### src/rtl/core/cell_balance_monitor_assert.svh
// Assertion macros used by the block's top-level RTL file.
`ifndef CELL_BALANCE_MONITOR_ASSERT_SVH
`define CELL_BALANCE_MONITOR_ASSERT_SVH

// Clocked check that is switched off while reset is held.
`define CBM_ASSERT(lbl, clk, rstn, prop, msg) \
  lbl: assert property (@(posedge clk) disable iff (!rstn) prop) else $error(msg);

// Clocked check that also holds during reset.
`define CBM_ASSERT_ALWAYS(lbl, clk, prop, msg) \
  lbl: assert property (@(posedge clk) prop) else $error(msg);

`endif

### src/rtl/core/cbm_pkg.sv
package cbm_pkg;

  // Field widths.
  localparam int INPUT_CELLS  = 5;
  localparam int RAW_W        = 14;
  localparam int GAIN_W       = 9;
  localparam int OFF_W        = 8;
  localparam int MV_W         = 13;
  localparam int CELL_IDX_W   = 3;
  localparam int FLAGS_W      = 2;
  localparam int CLASS_W      = 2;
  localparam int CFG_IDX_W    = 3;
  localparam int CFG_DATA_W   = 13;
  localparam int CELL_SLOTS_DEF = 5;

  // Stream widths.
  localparam int IN_DATA_W  = 72;
  localparam int OUT_DATA_W = 40;

  // Conversion arithmetic: raw * gain + offset * 1000, then divide by 1000.
  localparam int PROD_W       = RAW_W + GAIN_W;
  localparam int SUM_W        = 25;
  localparam int MAG_W        = SUM_W - 1;
  localparam int RECIP_SHIFT  = 34;
  localparam int RECIP_W      = 25;
  localparam int QPROD_W      = MAG_W + RECIP_W;
  localparam int Q_W          = QPROD_W - RECIP_SHIFT;
  localparam logic [RECIP_W-1:0] RECIP = 25'd17179870;
  localparam logic signed [SUM_W-1:0] OFF_SCALE = 25'sd1000;
  localparam logic [MV_W-1:0] MV_MAX = 13'd8191;

  // Register reset values.
  localparam logic [GAIN_W-1:0]     GAIN_RST      = 9'd380;
  localparam logic [OFF_W-1:0]      OFFSET_RST    = 8'd0;
  localparam logic [INPUT_CELLS-1:0] POP_RST      = 5'd19;
  localparam logic [MV_W-1:0]       BAL_START_RST = 13'd50;
  localparam logic [MV_W-1:0]       BAL_END_RST   = 13'd20;
  localparam logic [MV_W-1:0]       OVER_RST      = 13'd4200;
  localparam logic [MV_W-1:0]       UNDER_RST     = 13'd3000;
  localparam logic [MV_W-1:0]       RECOV_RST     = 13'd3300;

  // Configuration register indexes.
  typedef enum logic [CFG_IDX_W-1:0] {
    CFG_GAIN      = 3'd0,
    CFG_OFFSET    = 3'd1,
    CFG_POPULATED = 3'd2,
    CFG_BAL_START = 3'd3,
    CFG_BAL_END   = 3'd4,
    CFG_OVER      = 3'd5,
    CFG_UNDER     = 3'd6,
    CFG_RECOVERY  = 3'd7
  } cbm_cfg_idx_t;

  // Trip classes.
  localparam logic [CLASS_W-1:0] TRIP_HEALTHY = 2'd0;

  // Load strobes of the lane pipeline stages.
  typedef struct packed {
    logic s1;
    logic s2;
    logic s3;
  } cbm_adv_t;

  // Voltage limits used by the merging stage.
  typedef struct packed {
    logic [MV_W-1:0] over_mv;
    logic [MV_W-1:0] under_mv;
    logic [MV_W-1:0] recovery_mv;
  } cbm_limits_t;

  // What the merging stage found over the populated cells.
  typedef struct packed {
    logic [MV_W-1:0]       min_mv;
    logic [MV_W-1:0]       max_mv;
    logic [CELL_IDX_W-1:0] max_cell;
    logic                  ov;
    logic                  uv;
    logic                  recovered;
  } cbm_stats_t;

endpackage

### src/rtl/core/cbm_merge.sv
module cbm_merge
  import cbm_pkg::*;
#(
  parameter int LANES = CELL_SLOTS_DEF
) (
  input  logic             clk,
  input  logic             load,
  input  logic [MV_W-1:0]  lane_mv [LANES],
  input  logic [LANES-1:0] populated,
  input  cbm_limits_t      limits,
  output cbm_stats_t       stats
);

  cbm_stats_t stats_nxt, stats_r;

  // Walk the lanes in order; the first populated cell seeds min and max,
  // and a later cell takes the max only when strictly higher.
  always_comb begin
    logic seen;
    seen      = 1'b0;
    stats_nxt = '0;
    stats_nxt.recovered = 1'b1;
    for (int i = 0; i < LANES; i++) begin
      if (populated[i]) begin
        if (!seen) begin
          stats_nxt.min_mv   = lane_mv[i];
          stats_nxt.max_mv   = lane_mv[i];
          stats_nxt.max_cell = CELL_IDX_W'(i);
          seen = 1'b1;
        end else begin
          if (lane_mv[i] < stats_nxt.min_mv) begin
            stats_nxt.min_mv = lane_mv[i];
          end
          if (lane_mv[i] > stats_nxt.max_mv) begin
            stats_nxt.max_mv   = lane_mv[i];
            stats_nxt.max_cell = CELL_IDX_W'(i);
          end
        end
        if (lane_mv[i] >= limits.over_mv) begin
          stats_nxt.ov = 1'b1;
        end
        if (lane_mv[i] <= limits.under_mv) begin
          stats_nxt.uv = 1'b1;
        end
        if (lane_mv[i] <= limits.recovery_mv) begin
          stats_nxt.recovered = 1'b0;
        end
      end
    end
  end

  always_ff @(posedge clk) begin
    if (load) begin
      stats_r <= stats_nxt;
    end
  end

  assign stats = stats_r;

endmodule

### config.mk
export PLATFORM = sky130hd
export DESIGN_NAME = cbm_merge
export DESIGN_NICKNAME = d
export VERILOG_FILES = /design/src/rtl/core/cell_balance_monitor_assert.svh /design/src/rtl/core/cbm_pkg.sv /design/src/rtl/core/cbm_merge.sv
export SDC_FILE = /design/constraint.sdc
export NUM_CORES = 1
export LEC_CHECK = 0
export ABC_AREA = 1
export ABC_CLOCK_PERIOD_IN_PS = 12800
export BUFFER_PORTS_ARGS = -buffer_cell sky130_fd_sc_hd__buf_2
export CORE_MARGIN = 2
export CORE_UTILIZATION = 48
export DETAILED_ROUTE_END_ITERATION = 6
export PLACE_DENSITY = 0.71
export SLEW_MARGIN = 20
export SYNTH_ARGS = -nofsm -noshare
export SYNTH_HDL_FRONTEND = slang
export SYNTH_SLANG_ARGS = --single-unit
### constraint.sdc
create_clock -name clk -period 12.8 [get_ports clk]
set_input_delay 0.64 -clock clk [delete_from_list [all_inputs] [get_ports clk]]
set_output_delay 0.64 -clock clk [all_outputs]
set_load 0.01 [all_outputs]
* After elaboration in Yosys (flattened, before gate mapping)
Cells that the tools add are included.
** Storage, ports and cells
- Flip-flop bits (word level) :: 32
- Output and inout port bits :: 32
- Logic and storage cells :: 65
** Cells by class
- Multiplexer cells :: 36
- Magnitude comparators :: 23
** Operators with widths (count)
- $mux W32 :: 5
- $le A13 B13 Y1 :: 10
- $mux W29 :: 4
- $ge A13 B13 Y1 :: 5
- $mux W16 :: 4
- $gt A13 B13 Y1 :: 4
- $lt A13 B13 Y1 :: 4
- $mux W13 :: 4
- $mux W1 :: 19

* Depth between registers and ports, before layout
- Depth in word-level cells :: 19
- Depth in mapped cells :: 60
- Gate-level depth less buffers :: 54

* Worst setup path before layout
Ideal clock, no wire load.
- Kind :: input to register
- Start :: input port populated[0]
- End :: register stats_r, in the netlist stats[12], data pin
- Cell stages on the path :: 53
- Arrival :: 8407 ps
- Data required time :: 12532 ps
- Setup time :: 268 ps
- Slack :: 4125 ps
- Path through :: clkbuf_1 buf_1 nand2_1 ha_1 nand2_1 inv_1 nand2_1 nand2_1 a21oi_1 nand2_2 inv_1 a31oi_1 nor2_1 inv_1 nand2_1 buf_2 nand2_1 o21ai_0 (+17 left out) o311ai_1 clkbuf_1 nand2_1 o21ai_0 ha_1 a21oi_1 o21ai_0 nand3_1 a21oi_1 o211ai_1 nand2_1 a31oi_1 a32oi_1 o21ai_0 inv_1 clkbuf_1 nand2_1 o21ai_0
** RTL lines
- start: declaration :: RTL line cbm_merge.sv:9 : input logic [LANES-1:0] populated,
- end signal: assignment :: RTL line cbm_merge.sv:54 : stats_r <= stats_nxt;
- end: declaration :: RTL line cbm_merge.sv:14 : cbm_stats_t stats_nxt, stats_r;

==> flow_metrics.env <==
export IMPL_status="complete, no violations"
export IMPL_post_drt_via_cell_ratio=5.951
export IMPL_synth_compound_area_share_pct=21.13
export IMPL_drt_iter0_drc=621
export IMPL_die_w_um=139.4
export IMPL_path_clk_slew_ps=50
export IMPL_syn_to_final_growth_pct=12.29
export IMPL_syn_nets=1621
export IMPL_cts_root_buf="clkbuf_16"
export IMPL_num_antenna_cells=0
export IMPL_final_common_cell="ha_1"
export IMPL_crit_fanout=25
export IMPL_routed_wl_um=29990
export IMPL_post_place_ws_ps=3065
export IMPL_maxSlewViolCount=0
export IMPL_slowest_delay_ps=560
export IMPL_start_util_pct=49.02
export IMPL_portBuffers=142
export IMPL_min_path_type="in2reg"
export IMPL_hold_violations=0
export IMPL_worstPathArrival_ps=9600
export IMPL_drv_cap=0
export IMPL_netlist_area_sq_um=8806
export IMPL_cp_start_kind="primary input"
export IMPL_first_global_vias=8584
export IMPL_hpwl_um=25530
export IMPL_vias=9444
export IMPL_wl_per_cell_um=18.90
export IMPL_syn_avg_cell_area_sq_um=7.177
export IMPL_cts_resized=0
export IMPL_antenna_left=0
export IMPL_ctsLongestPathBuffers=2
export IMPL_cts_sinks=32
export IMPL_synthFlopType="edfxtp_1"
export IMPL_postCtsSetupRepairBufs=0
export IMPL_grt_max_degree=33
export IMPL_ys_warn_count=0
export IMPL_power_density_nw_per_um2=75.61
export IMPL_synthMuxAreaShare_pct=0
export IMPL_nets=1751
export IMPL_crit_type="in2reg"
export IMPL_htree_levels=2
export IMPL_finalSetupViolCount=0
export IMPL_yosys_area_share_simple_pct=21.27
export IMPL_largest_register_ffs=32
export IMPL_final_cell_area_sq_um=9888
export IMPL_grt_total_usage_pct=30.02
export IMPL_synth_seq_cells=32
export IMPL_async_flop_share_pct=0
export IMPL_ys_seq_area_share_pct=10.91
export IMPL_ys_types=45
export IMPL_synth_top_family_by_area="adder cells"
export IMPL_placementRows=49
export IMPL_most_common_layout_cells="ha_1, nand2_1, buf_2"
export IMPL_hold_buffers=0
export IMPL_setup_ws_ps=3201
export IMPL_fillCellCount=1774
export IMPL_ir_drop_mv=0.1250
export IMPL_relSlewSlack_pct=28.37
export IMPL_rsz0062_at_grt="no"
export IMPL_io_pin_count=143
export IMPL_finalPower_uw=747.6
export IMPL_synth_cells=1227
export IMPL_fin_crit_ps=9599
export IMPL_die_h_um=139.4
export IMPL_grt_ovfl_total=0
export IMPL_fin_tns_setup_ps=0
export IMPL_place_area_sq_um=9724
export IMPL_drcViolationCount=0
export IMPL_fmax_mhz=104.2
export IMPL_final_layout_size_suffix_gt1_share_pct=11.93
export IMPL_drt_pass1_iterations=5
export IMPL_cts_tree="yes"
export IMPL_antenna_found_initial=0
export IMPL_crit_slowest_cell="o311ai_2"
export IMPL_cp_data_required_time_ps=12800
export IMPL_synth_xor_area_share_pct=0
export IMPL_synth_edf_count=32
export IMPL_endpoint_kind="register"
export IMPL_die_area_sq_um=19440
export IMPL_gp_congestion=1.003
export IMPL_grt_pass1_wl_um=46310
export IMPL_fin_crit_sh_pct=75.00
export IMPL_tightest_slew_ps=1047
export IMPL_core_sq_um=17960
export IMPL_cts_buffers=5
export IMPL_crit_top_cell="o21ai_0"
export IMPL_synth_adder_area_share_pct=40.21
export IMPL_p_leak_uw=0.005221
==> routing by layer <==
metal	global-route usage [%]	part of all wire (%)
met5	0	0
met3	2.546	7.6
met2	49.46	44
met1	41.90	45
met4	8.825	3.0
==> critical path, delay by kind of cell <==
| family | cells | cell delay [ps] |
|---|---|---|
| AOI/OAI and AO/OA | 21 | 3790 |
| adders and majority gates | 4 | 1320 |
| buffers and inverters | 6 | 1290 |
| and+or+nand+nor | 15 | 2510 |
==> synthesized netlist by cell type, drive strengths merged (8+ instances only) <==
| master | n | area [sq um] |
|---|---|---|
| nand3 | 62 | 310.3 |
| clkbuf | 12 | 45.04 |
| nor2 | 48 | 182.7 |
| nor3 | 9 | 45.04 |
| nand4 | 24 | 150.1 |
| a21oi | 123 | 615.6 |
| edfxtp | 32 | 960.9 |
| buf | 8 | 48.79 |
| nand2 | 287 | 1110 |
| inv | 125 | 469.2 |
| a211oi | 14 | 105.1 |
| ha | 283 | 3541 |
| o21ai | 121 | 605.6 |
==> stage by stage <==
| stage | std cells | util, % | hold WS [ps] |
|---|---|---|---|
| 6_report | 1587 | 55.05 | 702.7 |
| 5_1_grt | 1587 | 55.05 | 739.2 |
| 4_1_cts | 1587 | 55.05 | 710.4 |
| 3_5_place_dp | 1579 | 54.13 | 965.7 |
| 3_3_place_gp | 1579 | 54.13 | 968.0 |
| 2_1_floorplan | 1227 | - | 752.5 |
==> cell type report <==
class                           count  area [sq um]  area share [%]
Timing Repair Buffer              143         718.2           7.263
Clock inverter                      2         35.03          0.3543
Multi-Input combinational cell   1048          7282           73.64
Clock buffer                        6         128.9           1.303
Inverter                          127         476.7           4.821
Tap cell                          229         286.5           2.898
Sequential cell                    32         960.9           9.718
==> final timing paths <==
check             cells after the start    startpoint                   to
hold / removal                        3    lane_mv[0]  stats[19]$_DFFE_PP_
setup / recovery                     46  populated[0]  stats[12]$_DFFE_PP_
==> power breakdown <==
part	leakage, uW	switching (uW)	internal, uW
clock	0.0000808	42.6	91.4
sequential	0.000312	5.40	144
combinational	0.00483	296	168
total	0.00522	344	404
==> cell families (layout without fill, tap and decap cells) <==
group,Yosys count,in the layout
adder cells (fa/ha/maj),283,283
AO/OA/AOI/OAI,324,324
flip-flops,32,32
buffers and inverters,147,278
AND/OR/NAND/NOR,441,441
Note: power is estimated with default switching activity, not from simulation.
