[src/rtl/core/cell_balance_monitor_assert.svh]
// Assertion macros used by the block's top-level RTL file.
`ifndef CELL_BALANCE_MONITOR_ASSERT_SVH
`define CELL_BALANCE_MONITOR_ASSERT_SVH

// Clocked check that is switched off while reset is held.
`define CBM_ASSERT(lbl, clk, rstn, prop, msg) \
  lbl: assert property (@(posedge clk) disable iff (!rstn) prop) else $error(msg);

// Clocked check that also holds during reset.
`define CBM_ASSERT_ALWAYS(lbl, clk, prop, msg) \
  lbl: assert property (@(posedge clk) prop) else $error(msg);

`endif

[src/rtl/core/cbm_pkg.sv]
package cbm_pkg;

  // Field widths.
  localparam int INPUT_CELLS  = 5;
  localparam int RAW_W        = 14;
  localparam int GAIN_W       = 9;
  localparam int OFF_W        = 8;
  localparam int MV_W         = 13;
  localparam int CELL_IDX_W   = 3;
  localparam int FLAGS_W      = 2;
  localparam int CLASS_W      = 2;
  localparam int CFG_IDX_W    = 3;
  localparam int CFG_DATA_W   = 13;
  localparam int CELL_SLOTS_DEF = 5;

  // Stream widths.
  localparam int IN_DATA_W  = 72;
  localparam int OUT_DATA_W = 40;

  // Conversion arithmetic: raw * gain + offset * 1000, then divide by 1000.
  localparam int PROD_W       = RAW_W + GAIN_W;
  localparam int SUM_W        = 25;
  localparam int MAG_W        = SUM_W - 1;
  localparam int RECIP_SHIFT  = 34;
  localparam int RECIP_W      = 25;
  localparam int QPROD_W      = MAG_W + RECIP_W;
  localparam int Q_W          = QPROD_W - RECIP_SHIFT;
  localparam logic [RECIP_W-1:0] RECIP = 25'd17179870;
  localparam logic signed [SUM_W-1:0] OFF_SCALE = 25'sd1000;
  localparam logic [MV_W-1:0] MV_MAX = 13'd8191;

  // Register reset values.
  localparam logic [GAIN_W-1:0]     GAIN_RST      = 9'd380;
  localparam logic [OFF_W-1:0]      OFFSET_RST    = 8'd0;
  localparam logic [INPUT_CELLS-1:0] POP_RST      = 5'd19;
  localparam logic [MV_W-1:0]       BAL_START_RST = 13'd50;
  localparam logic [MV_W-1:0]       BAL_END_RST   = 13'd20;
  localparam logic [MV_W-1:0]       OVER_RST      = 13'd4200;
  localparam logic [MV_W-1:0]       UNDER_RST     = 13'd3000;
  localparam logic [MV_W-1:0]       RECOV_RST     = 13'd3300;

  // Configuration register indexes.
  typedef enum logic [CFG_IDX_W-1:0] {
    CFG_GAIN      = 3'd0,
    CFG_OFFSET    = 3'd1,
    CFG_POPULATED = 3'd2,
    CFG_BAL_START = 3'd3,
    CFG_BAL_END   = 3'd4,
    CFG_OVER      = 3'd5,
    CFG_UNDER     = 3'd6,
    CFG_RECOVERY  = 3'd7
  } cbm_cfg_idx_t;

  // Trip classes.
  localparam logic [CLASS_W-1:0] TRIP_HEALTHY = 2'd0;

  // Load strobes of the lane pipeline stages.
  typedef struct packed {
    logic s1;
    logic s2;
    logic s3;
  } cbm_adv_t;

  // Voltage limits used by the merging stage.
  typedef struct packed {
    logic [MV_W-1:0] over_mv;
    logic [MV_W-1:0] under_mv;
    logic [MV_W-1:0] recovery_mv;
  } cbm_limits_t;

  // What the merging stage found over the populated cells.
  typedef struct packed {
    logic [MV_W-1:0]       min_mv;
    logic [MV_W-1:0]       max_mv;
    logic [CELL_IDX_W-1:0] max_cell;
    logic                  ov;
    logic                  uv;
    logic                  recovered;
  } cbm_stats_t;

endpackage

[src/rtl/core/cbm_lane.sv]
module cbm_lane
  import cbm_pkg::*;
(
  input  logic              clk,
  input  cbm_adv_t          adv,
  input  logic [RAW_W-1:0]  raw,
  input  logic [GAIN_W-1:0] gain,
  input  logic signed [OFF_W-1:0] offset,
  output logic [MV_W-1:0]   mv
);

  logic [PROD_W-1:0]       prod;
  logic signed [SUM_W-1:0] off_scaled;
  logic signed [SUM_W-1:0] sum_nxt, sum_r;
  logic [QPROD_W-1:0]      qprod_nxt, qprod_r;
  logic                    neg_nxt, neg_r;
  logic [Q_W-1:0]          quot;
  logic [MV_W-1:0]         mv_nxt, mv_r;

  // Stage 1: scale the raw count and add the offset in microvolts.
  always_comb begin
    prod       = PROD_W'(raw) * PROD_W'(gain);
    off_scaled = SUM_W'(offset) * OFF_SCALE;
    sum_nxt    = $signed(SUM_W'(prod)) + off_scaled;
  end

  // Stage 2: divide by 1000 through a multiply by the scaled reciprocal.
  always_comb begin
    neg_nxt   = sum_r[SUM_W-1];
    qprod_nxt = QPROD_W'(sum_r[MAG_W-1:0]) * QPROD_W'(RECIP);
  end

  // Stage 3: drop the fraction, clamp negatives to zero and saturate.
  always_comb begin
    quot = qprod_r[QPROD_W-1:RECIP_SHIFT];
    if (neg_r) begin
      mv_nxt = '0;
    end else if (quot > Q_W'(MV_MAX)) begin
      mv_nxt = MV_MAX;
    end else begin
      mv_nxt = quot[MV_W-1:0];
    end
  end

  always_ff @(posedge clk) begin
    if (adv.s1) begin
      sum_r <= sum_nxt;
    end
    if (adv.s2) begin
      qprod_r <= qprod_nxt;
      neg_r   <= neg_nxt;
    end
    if (adv.s3) begin
      mv_r <= mv_nxt;
    end
  end

  assign mv = mv_r;

endmodule

[config.mk]
export PLATFORM = sky130hd
export DESIGN_NAME = cbm_lane
export DESIGN_NICKNAME = d
export VERILOG_FILES = /design/src/rtl/core/cell_balance_monitor_assert.svh /design/src/rtl/core/cbm_pkg.sv /design/src/rtl/core/cbm_lane.sv
export SDC_FILE = /design/constraint.sdc
export NUM_CORES = 1
export LEC_CHECK = 0
export BUFFER_PORTS_ARGS = -buffer_cell sky130_fd_sc_hd__buf_2
export CAP_MARGIN = 10
export CORE_ASPECT_RATIO = 1.4
export CORE_MARGIN = 8
export CORE_UTILIZATION = 60
export DETAILED_ROUTE_END_ITERATION = 10
export HOLD_SLACK_MARGIN = 0.08
export PLACE_DENSITY = 0.86
export SYNTH_ARGS = -nofsm -noshare
export SYNTH_HDL_FRONTEND = slang
export SYNTH_SLANG_ARGS = --single-unit
[constraint.sdc]
create_clock -name clk -period 9.5 [get_ports clk]
set_clock_uncertainty 0.05 [all_clocks]
set_input_delay 1.425 -clock clk [delete_from_list [all_inputs] [get_ports clk]]
set_output_delay 1.425 -clock clk [all_outputs]
set_load 0.01 [all_outputs]
[Word-level counts from Yosys, hierarchy flattened]
Index checks and enable logic that the tools add are counted.
Cells by class
  mux-type cells: 1
  multiply operators: 3
  magnitude comparators: 1
  add/subtract/negate cells: 1
Operators with widths (count)
  multiplier 24 x 24 -> 48 bit, second input constant: 1
  adder 24 x 19 -> 25 bit: 1
  multiplier 14 x 9 -> 23 bit: 1
  multiplier 8 x 8 -> 16 bit, second input constant: 1
  greater-than comparator 15 x 13 -> 1 bit, second input constant: 1
  two-way mux 13 bit: 1
Word-level totals
  output and inout port bits: 13
  register bits after elaboration: 87
  logic and storage cells: 10

[Depth between registers and ports, before layout]
Gate-level depths: netlist of the first run.
  depth in word-level cells: 2
  depth in mapped cells: 28
  gate-level depth less buffers: 27

[Worst setup path before layout of the first run]
No wires, ideal clock.
  kind: input -> register
  from: input gain[8]
  to: register sum_r[24] (data pin)
  data required time: 9165 ps
  data arrival time: 7487 ps
  buffers on the path: 1
  slack: 1678 ps
  stages: 24
  cells stage by stage: clkbuf_1 -> nand2_1 -> fa_1 -> fa_1 -> inv_1 -> fa_1 -> inv_1 -> fa_1 -> inv_1 -> ha_1 -> or3_1 -> o21a_1 -> a21o_1 -> a31o_2 -> a311oi_1 -> xnor2_1 -> ha_1 -> a21o_1 -> a2111oi_0 -> o211a_1 -> nor3_1 -> a2111oi_1 -> o21bai_1 -> xor2_1
Between the ends
  word-level cells in the longest chain between the ends: 2
Ends and longest elaborated chain
  from (decl): RTL line cbm_lane.sv:7  | input logic [GAIN_W-1:0] gain,
  multiplier 14 x 9 -> 23 bit: RTL line cbm_lane.sv:22  | prod = PROD_W'(raw) * PROD_W'(gain);
  adder 24 x 19 -> 25 bit: RTL line cbm_lane.sv:24  | sum_nxt = $signed(SUM_W'(prod)) + off_scaled;
  named net sum_nxt[24]: RTL line cbm_lane.sv:14  | logic signed [SUM_W-1:0] sum_nxt, sum_r;
  to (signal assigned): RTL line cbm_lane.sv:47  | sum_r <= sum_nxt;
  to (decl): RTL line cbm_lane.sv:14
The timed path passes the listed nets, and every way through them passes these cells.
A chain may end at the register's enable or synchronous reset.

[Worst setup path in the final report of the first run]
  from: input gain[5]
  to: register sum_r[24] (data pin)
Same word-level chain as after synthesis.

==> results of run 1 <==
[area by class of cell]
cell class,count,share of cell area (%)
Multi-Input combinational cell,1155,76.29
Inverter,437,9.435
Sequential cell,54,9.327
Tap cell,370,2.663
Timing Repair Buffer,48,1.396
Clock buffer,5,0.7197
Clock inverter,3,0.1655
[how the worst min path moves through the flow]
stage,slack (ns),end
after detailed placement,0.43,neg_r
after global routing,0.45,neg_r
after floorplan,0.35,neg_r
final,0.45,neg_r
after CTS,0.45,neg_r
after global placement,0.42,neg_r
[sequential cells by signal, indices dropped and copies added (netlist names)]
| name | flops |
|---|---|
| sum_r | 25 |
| mv | 13 |
| qprod_r | 15 |
| neg_r | 1 |
[synth_stat cells, types with 8 or more instances]
| cell type | n | share of area (%) |
|---|---|---|
| a21oi_1 | 48 | 1.4 |
| a21o_1 | 17 | 0.77 |
| clkbuf_1 | 15 | 0.34 |
| nand3_1 | 12 | 0.36 |
| nor2_1 | 65 | 1.5 |
| xnor2_1 | 42 | 2.2 |
| nor3_1 | 15 | 0.45 |
| fa_1 | 288 | 35 |
| edfxtp_1 | 54 | 9.8 |
| inv_1 | 437 | 9.9 |
| xor2_1 | 16 | 0.85 |
| nand2_1 | 82 | 1.9 |
| o21a_1 | 11 | 0.50 |
| and2_1 | 73 | 2.8 |
| o21ai_0 | 25 | 0.75 |
| o21bai_1 | 9 | 0.41 |
| ha_1 | 356 | 27 |
| and3_1 | 8 | 0.30 |
[layer usage]
layer	up-vias	track usage, %	part of all wire [%]
li1	5333	-	-
met1	5799	23.32	36
met5	-	0	0
met2	355	45.03	56
met3	152	1.803	3.1
met4	0	13.39	5.7
[kinds of logic (layout without fill, tap and decap cells)]
family                   Yosys count  in the layout
adder cells (fa/ha/maj)          644            644
AND/OR/NAND/NOR                  295            295
buffers and inverters            452            493
flip-flops                        54             54
XOR/XNOR                          58             58
AO/OA/AOI/OAI                    158            158
[stage by stage]
stage	cells	hold slack (ns)	setup slack, ns
after floorplan	1661	0.3503	1.678
after global placement	2064	0.4236	1.414
after CTS	2072	0.4473	1.555
after global routing	2072	0.4498	1.008
final	2072	0.4475	1.529
after detailed placement	2064	0.4297	1.228
[worst max-delay path: stages]
cell,delay [ns]
buf_2,0.25
nand2_1,0.14
fa_1,0.54
fa_1,0.50
inv_1,0.05
fa_1,0.53
inv_1,0.05
fa_1,0.53
inv_1,0.04
ha_1,0.21
or3_1,0.43
o21a_1,0.19
a21o_1,0.19
a31o_2,0.27
a311oi_1,0.30
xnor2_1,0.16
ha_1,0.31
a21o_1,0.23
a2111oi_0,0.43
o211a_1,0.24
nor3_1,0.06
a2111oi_1,0.56
o21bai_1,0.14
xor2_1,0.16
==> flow_summary.yaml, run 1 <==
status:
  status: "finished clean"
hold_path:
  holdPathStages: 0
  hp-class: "flop to flop"
  hp-start: "sum_r[24]"
clock_network:
  h-tree-depth: 2
  cts_buffers: 5
  insertion_delay_ns: 0.31
  cts_tree: "yes"
  cts_setup_buffers: 0
  holdBufCountCts: 0
  cts-root-buf: "clkbuf_16"
  clk_path_buf_depth: 2
  cts_resized: 0
  cts.clk_slew.worst_paths_ns: 0.08
  clock-sinks: 54
sta:
  setup_viol: 0
  worst_pin_slew_ns: 1.087
  fin_crit_ns: 7.971
  tns_ns: 0
  fmax_mhz: 125.5
  rsz0062_at_grt: "false"
  slew_viol_final: 0
  hold_violations: 0
  period_share_pct: 83.91
  slew-limit-headroom_pct: 27.23
final_layout:
  fin_util_pct: 63.48
  synthToLayoutAreaGrowth_pct: 4.844
  n_fill_cell: 2079
  multi_input_area_sq_um: 13260
  mostFrequentLayoutCells: "inv_1, ha_1, fa_1"
  num_antenna_cells: 0
  seqCellArea_sq_um: 1622
  final_common_cell: "inv_1"
  nets: 2380
  drive_above_1_share_pct: 4.172
  postLayoutCellArea_sq_um: 17390
setup_path:
  crit_end: "sum_r[24]"
  cp-end-kind: "flop"
  rr_worst_depth: 19
  r2r_setup_slack_ns: 2.07
  arrival_ns: 7.94
  timing.rr.end: "qprod_r[45]"
  path_class: "input pin to flop"
  regToRegStartpoint: "sum_r[14]"
  cp.required_ns: 9.47
  startpoint_type: "input pin"
  cp_max_fo: 14
  startpoint: "gain[5]"
placement:
  hpwl_microns: 30030
  dpl-instance-area_sq_um: 17230
  io_buffer_count: 47
  place.gp.congestion: 0.9179
global_routing:
  grt_pass1_vias: 13580
  grt_usage_pct: 23.02
  grt_pass1_wl_microns: 61450
  grt_antenna_before_repair: 0
  grt_max_degree: 26
  grt-ovfl-total: 0
yosys:
  syn_area_sq_um: 16580
  synth_cell_types: 57
  ys_seq_elements: 54
  yosysSeqAreaShare_pct: 9.779
  synth_top_family_by_area: "adder cells"
  synth_adder_area_share_pct: 61.63
  syn_nets: 2340
  async_flop_share_pct: 0
  synth-xor-area-share_pct: 3.063
  synth.area.mux_share_pct: 0
  synth_edf_count: 54
  yosysWarnings: 0
  synth_area_per_cell_sq_um: 9.983
  netlist_instances: 1661
  synth_compound_area_share_pct: 6.323
  synthSimpleGateAreaFrac_pct: 8.972
  synth_ff_type: "edfxtp_1"
floorplan:
  die_y_microns: 212.7
  io_pins: 48
  initial_utilization_pct: 60.55
  die_x_microns: 156.5
  core_sq_um: 27390
  placementRows: 72
  dieArea_sq_um: 33290
detailed_routing:
  drc: 0
  wl_per_cell_microns: 17.10
  drtIter0Drc: 513
  wl_microns: 35430
  vias_per_cell: 5.617
  dr_total_vias: 11640
  drt-pass1-iter-count: 5
  antenna_left: 0
flow_run:
  cap_violations: 0
Power of run 1 is not shown: default switching activity piles up to over one toggle a cycle in this logic, so the estimate is an artifact.
==> run 2, diff against run 1 <==
- PLACE_DENSITY: 0.86 -> 0.89
- clock period: 9.5 -> 7.2 ns (I/O delays scaled with it)
==> run 2 against run 1 <==
  * Global-route usage is 2.3 points higher
  * Non-clock buffer count up 111
  * Final cell count grew 5.4%
  * Sequential share of layout area decreased by 0.51 points
  * First-iteration DRC count is 73% higher
  * Clock-buffer cell count unchanged
  * Critical path depth decreased by 2
  * Register-to-register slack got worse by 2.0 ns
  * Via count grew 8.6%
  * Final area grew 5.8%
  * Die area unchanged
  * Utilization is 3.7 points higher
  * Largest cell class unchanged
==> flow_summary.yaml, run 2 (synthesis gave the netlist of run 1 again) <==
status:
  status: "finished clean"
hold_path:
  holdPathStages: 0
  hp-class: "flop to flop"
  hp-start: "sum_r[24]"
final_layout:
  synthToLayoutAreaGrowth_pct: 10.94
  top_register: "sum_r"
  final_common_cell: "inv_1"
  postLayoutCellArea_sq_um: 18400
  n_fill_cell: 1846
  largest_reg_flops: 25
  drive_above_1_share_pct: 10.87
  fin_util_pct: 67.17
  seqCellArea_sq_um: 1622
  mostFrequentLayoutCells: "inv_1, ha_1, fa_1"
  multi_input_area_sq_um: 13410
  nets: 2491
floorplan:
  core_sq_um: 27390
  die_x_microns: 156.5
  die_y_microns: 212.7
  placementRows: 72
  initial_utilization_pct: 60.55
  dieArea_sq_um: 33290
  io_pins: 48
sta:
  hold_violations: 0
  worst_pin_slew_ns: 1.051
  setup_viol: 0
  fmax_mhz: 139.8
  timing.final.ws_setup_ns: 0.04594
  fin_crit_ns: 7.154
  slew_viol_final: 0
  slew-limit-headroom_pct: 29.18
  period_share_pct: 99.36
clock_network:
  cts-root-buf: "clkbuf_16"
  h-tree-depth: 2
  clock-sinks: 54
  cts_tree: "yes"
  insertion_delay_ns: 0.33
  cts_buffers: 5
  clk_path_buf_depth: 2
  cts.clk_slew.worst_paths_ns: 0.08
detailed_routing:
  wl_microns: 42150
  antenna_left: 0
  dr_total_vias: 12640
  drtIter0Drc: 890
  vias_per_cell: 5.788
  drc: 0
  drt-pass1-iter-count: 6
  wl_per_cell_microns: 19.30
setup_path:
  startpoint: "sum_r[20]"
  cp.required_ns: 7.23
  timing.rr.end: "qprod_r[45]"
  regToRegStartpoint: "sum_r[20]"
  cp_max_fo: 7
  cp-end-kind: "flop"
  startpoint_type: "flop"
  crit_end: "qprod_r[45]"
  rr_worst_depth: 22
  r2r_setup_slack_ns: 0.05
  arrival_ns: 7.18
  path_class: "flop to flop"
placement:
  hpwl_microns: 33610
  io_buffer_count: 47
  dpl-instance-area_sq_um: 17990
  pre_cts_slack_ns: -0.2163
  place.gp.congestion: 0.9371
global_routing:
  grt_antenna_before_repair: 1
  grt_pass1_vias: 14370
  grt_max_degree: 26
  grt_pass1_wl_microns: 66900
  grt-ovfl-total: 0
  grt_usage_pct: 25.30
flow_run:
  cap_violations: 0
==> run 2: changes by cell type in the layout (fill, tap and decap cells not counted), sizes merged <==
cell,delta
diode,+1
clkinv,-2
bufinv,+1
buf,+111
clkinvlp,+1
==> run 2: routing by layer <==
| metal | wire [microns] | vias to the layer above | global-route usage, % |
|---|---|---|---|
| met5 | 0 | - | 0 |
| li1 | - | 5565 | - |
| met3 | 2151 | 268 | 2.957 |
| met1 | 14170 | 6205 | 25.62 |
| met4 | 3429 | 0 | 17.88 |
| met2 | 22400 | 602 | 47.34 |
==> run 2: per-stage QoR <==
stage          cells  hold WS [ns]  TNS [ns]
3_3_place_gp    2162        0.4295  -0.06570
3_5_place_dp    2162        0.4481   -0.7948
2_1_floorplan   1661        0.3503         0
6_report        2184        0.4854         0
5_1_grt         2184        0.4827   -0.8310
4_1_cts         2173        0.4847         0
==> run 2: repair_timing <==
item / CTS / global route
endpoints found under the setup margin: 3 / 11
buffers inserted: 3 / 10
pin swaps: 0 / 10
hold buffers: 0 / 0
resized for setup: 0 / 22
hold endpoints to repair: 0 / 0
gates cloned: 0 / 0
==> run 2: area by class of cell <==
cell class                      count  area share [%]
Antenna cell                        1         0.01360
Tap cell                          370           2.516
Clock buffer                        5          0.6801
Clock inverter                      3          0.2653
Inverter                          437           8.917
Sequential cell                    54           8.815
Multi-Input combinational cell   1155           72.88
Timing Repair Buffer              159           5.917
==> run 2: critical path, cell delays in order, from the launching register on <==
cell	delay (ns)
edfxtp_1	0.60
buf_4	0.27
ha_1	0.33
inv_1	0.09
fa_1	0.51
inv_1	0.06
fa_1	0.54
inv_1	0.05
fa_1	0.48
inv_1	0.05
fa_1	0.48
fa_1	0.40
ha_1	0.35
a21oi_1	0.13
o21ai_0	0.36
or2_2	0.49
a211oi_1	0.34
buf_4	0.21
o211a_4	0.20
nor4_4	0.05
o41ai_4	0.51
nor2b_1	0.26
xnor2_1	0.10
==> run 2: how the worst min path moves through the flow <==
stage                     endpoint  slack [ns]
after CTS                    neg_r        0.48
final                        neg_r        0.49
after global placement       neg_r        0.43
after global routing         neg_r        0.48
after floorplan              neg_r        0.35
after detailed placement     neg_r        0.45
Power of run 2 is left out for the same reason.
==> run 3, diff against run 2 <==
- ABC_AREA: not set -> 1
==> run 3 against run 2 <==
  * Critical path depth is 4 higher
  * Final cell count is 22% higher
  * Flip-flop and latch count did not move
  * Via count up 16%
  * Die area grew 10%
  * Global-route usage increased by 1.5 points
  * Synthesized area is 11% higher
  * Register-to-register slack gained 0.96 ns
  * Sequential share of layout area decreased by 0.40 points
  * Maximum frequency is 6.3% higher
  * Hold slack improved by 0.047 ns
  * Utilization decreased by 4.1 points
  * Critical path type is now input pin to flop
==> flow_summary.yaml, run 3 <==
status:
  status: "finished clean"
clock_network:
  cts_buffers: 5
  h-tree-depth: 2
  cts_resized: 0
  cts_tree: "yes"
  cts-root-buf: "clkbuf_16"
  clk_path_buf_depth: 2
  clock-sinks: 54
  cts.clk_slew.worst_paths_ns: 0.07
  cts_setup_buffers: 0
  holdBufCountCts: 0
  insertion_delay_ns: 0.30
detailed_routing:
  wl_per_cell_microns: 17.41
  drtIter0Drc: 737
  antenna_left: 0
  wl_microns: 46210
  drc: 0
  drt-pass1-iter-count: 5
  vias_per_cell: 5.499
  dr_total_vias: 14600
global_routing:
  grt_pass1_wl_microns: 77900
  grt_pass1_vias: 16620
  grt_max_degree: 26
  grt-ovfl-total: 0
  grt_antenna_before_repair: 0
  grt_usage_pct: 26.77
hold_path:
  hp-class: "flop to flop"
placement:
  hpwl_microns: 40490
  io_buffer_count: 47
  place.gp.congestion: 1.000
  pre_cts_slack_ns: 0.2344
setup_path:
  cp_max_fo: 14
  startpoint_type: "input pin"
  arrival_ns: 6.74
  cp.required_ns: 7.21
  path_class: "input pin to flop"
  cp-end-kind: "flop"
floorplan:
  dieArea_sq_um: 36720
  placementRows: 76
  core_sq_um: 30520
  die_y_microns: 223.6
  initial_utilization_pct: 60.48
  die_x_microns: 164.3
  io_pins: 48
sta:
  setup_viol: 0
  period_share_pct: 93.48
  fin_crit_ns: 6.731
  fmax_mhz: 148.6
  timing.final.ws_setup_ns: 0.4694
  tns_ns: 0
  slew-limit-headroom_pct: 40.41
  slew_viol_final: 0
  worst_pin_slew_ns: 0.8938
  hold_violations: 0
  rsz0062_at_grt: "false"
final_layout:
  seqCellArea_sq_um: 1622
  drive_above_1_share_pct: 3.532
  n_fill_cell: 2532
  synthToLayoutAreaGrowth_pct: 4.344
  top_register: "sum_r"
  nets: 2943
  fin_util_pct: 63.11
  largest_reg_flops: 25
  num_antenna_cells: 0
  mostFrequentLayoutCells: "inv_1, nand2_1, ha_1"
  multi_input_area_sq_um: 14410
  final_common_cell: "inv_1"
yosys:
  syn_area_sq_um: 18460
  synth_ff_type: "edfxtp_1"
  synth_area_per_cell_sq_um: 8.275
  async_flop_share_pct: 0
  yosys-top-cells-area: "fa_1, ha_1, inv_1, edfxtp_1, nand2_1"
  synth_most_common_cell: "inv_1"
  netlist_instances: 2231
  ys_seq_elements: 54
  synth_top_cell_area_share_pct: 31.23
  yosysWarnings: 0
  synth_edf_count: 54
  synth_cell_types: 38
  yosysTopAreaCell: "fa_1"
  yosysSeqAreaShare_pct: 8.783
  synth_commonest_cells: "inv_1, nand2_1, ha_1"
  syn_nets: 2910
flow_run:
  cap_violations: 0
## run 3: cell types whose count changed after synthesis, moves of 6 or more
| cell | change |
|---|---|
| and2_1 | -73 |
| xor2_1 | +13 |
| nor2b_1 | -6 |
| nand3_1 | +39 |
| xnor2_1 | -26 |
| inv_1 | +184 |
| clkbuf_1 | +8 |
| nand4_1 | +21 |
| and3_1 | -6 |
| nand2_1 | +327 |
| nor2_1 | +39 |
| a21oi_1 | +55 |
| o21ai_0 | +20 |
## run 3: metrics by stage
stage          cells  area (sq um)  hold WS (ns)
2_1_floorplan   2231         18460        0.3503
3_3_place_gp    2647         19120        0.5034
3_5_place_dp    2647         19120        0.5225
4_1_cts         2655         19260        0.5392
5_1_grt         2655         19260        0.5218
6_report        2655         19260        0.5328
## run 3: layer usage
metal  up-vias  GRT usage [%]  share of wire [%]  wire (microns)
met1      7071          26.14                 34           15860
met2       403          51.30                 54           25120
met5         -              0                  0               0
li1       6923              -                  -               -
met4         0          18.91                8.1            3727
met3       204          2.370                3.3            1503
## run 3: worst paths after layout
kind         slack (ns)  depth (start not counted)     endpoint       from
min                0.53                          0        neg_r  sum_r[24]
min reg2reg        0.53                          0        neg_r  sum_r[24]
max                0.47                         26    sum_r[23]    gain[8]
max reg2reg        1.01                         19  qprod_r[45]  sum_r[19]
## run 3: critical path, stage by stage
cell     delay (ns)
buf_2          0.19
nand2_1        0.09
inv_1          0.06
fa_1           0.53
inv_1          0.06
fa_1           0.52
inv_1          0.06
fa_1           0.52
inv_1          0.05
fa_1           0.52
inv_1          0.04
ha_1           0.39
a21oi_1        0.45
a21oi_1        0.20
nor3_1         0.29
nand3_1        0.13
xor2_1         0.18
ha_1           0.40
inv_1          0.11
nor3_2         0.28
nand4_1        0.12
or2_0          0.21
nand3_1        0.10
inv_1          0.04
nand2_1        0.05
nand2_1        0.06
## run 3: area by class of cell
class | count | area share [%]
inverters | 623 | 12.14
clock buffers | 6 | 0.6690
repair buffers | 51 | 1.377
flip-flops and latches | 54 | 8.418
clock inverters | 2 | 0.07145
well taps | 390 | 2.533
multi-input cells | 1529 | 74.79
## run 3: kinds of logic after synthesis
| logic type | synth area share (%) |
|---|---|
| flip-flops | 8.783 |
| XOR/XNOR | 2.135 |
| AO/OA/AOI/OAI | 6.527 |
| AND/OR/NAND/NOR | 14.02 |
| buffers and inverters | 13.18 |
| adder cells (fa/ha/maj) | 55.36 |
Power of run 3 is left out for the same reason.
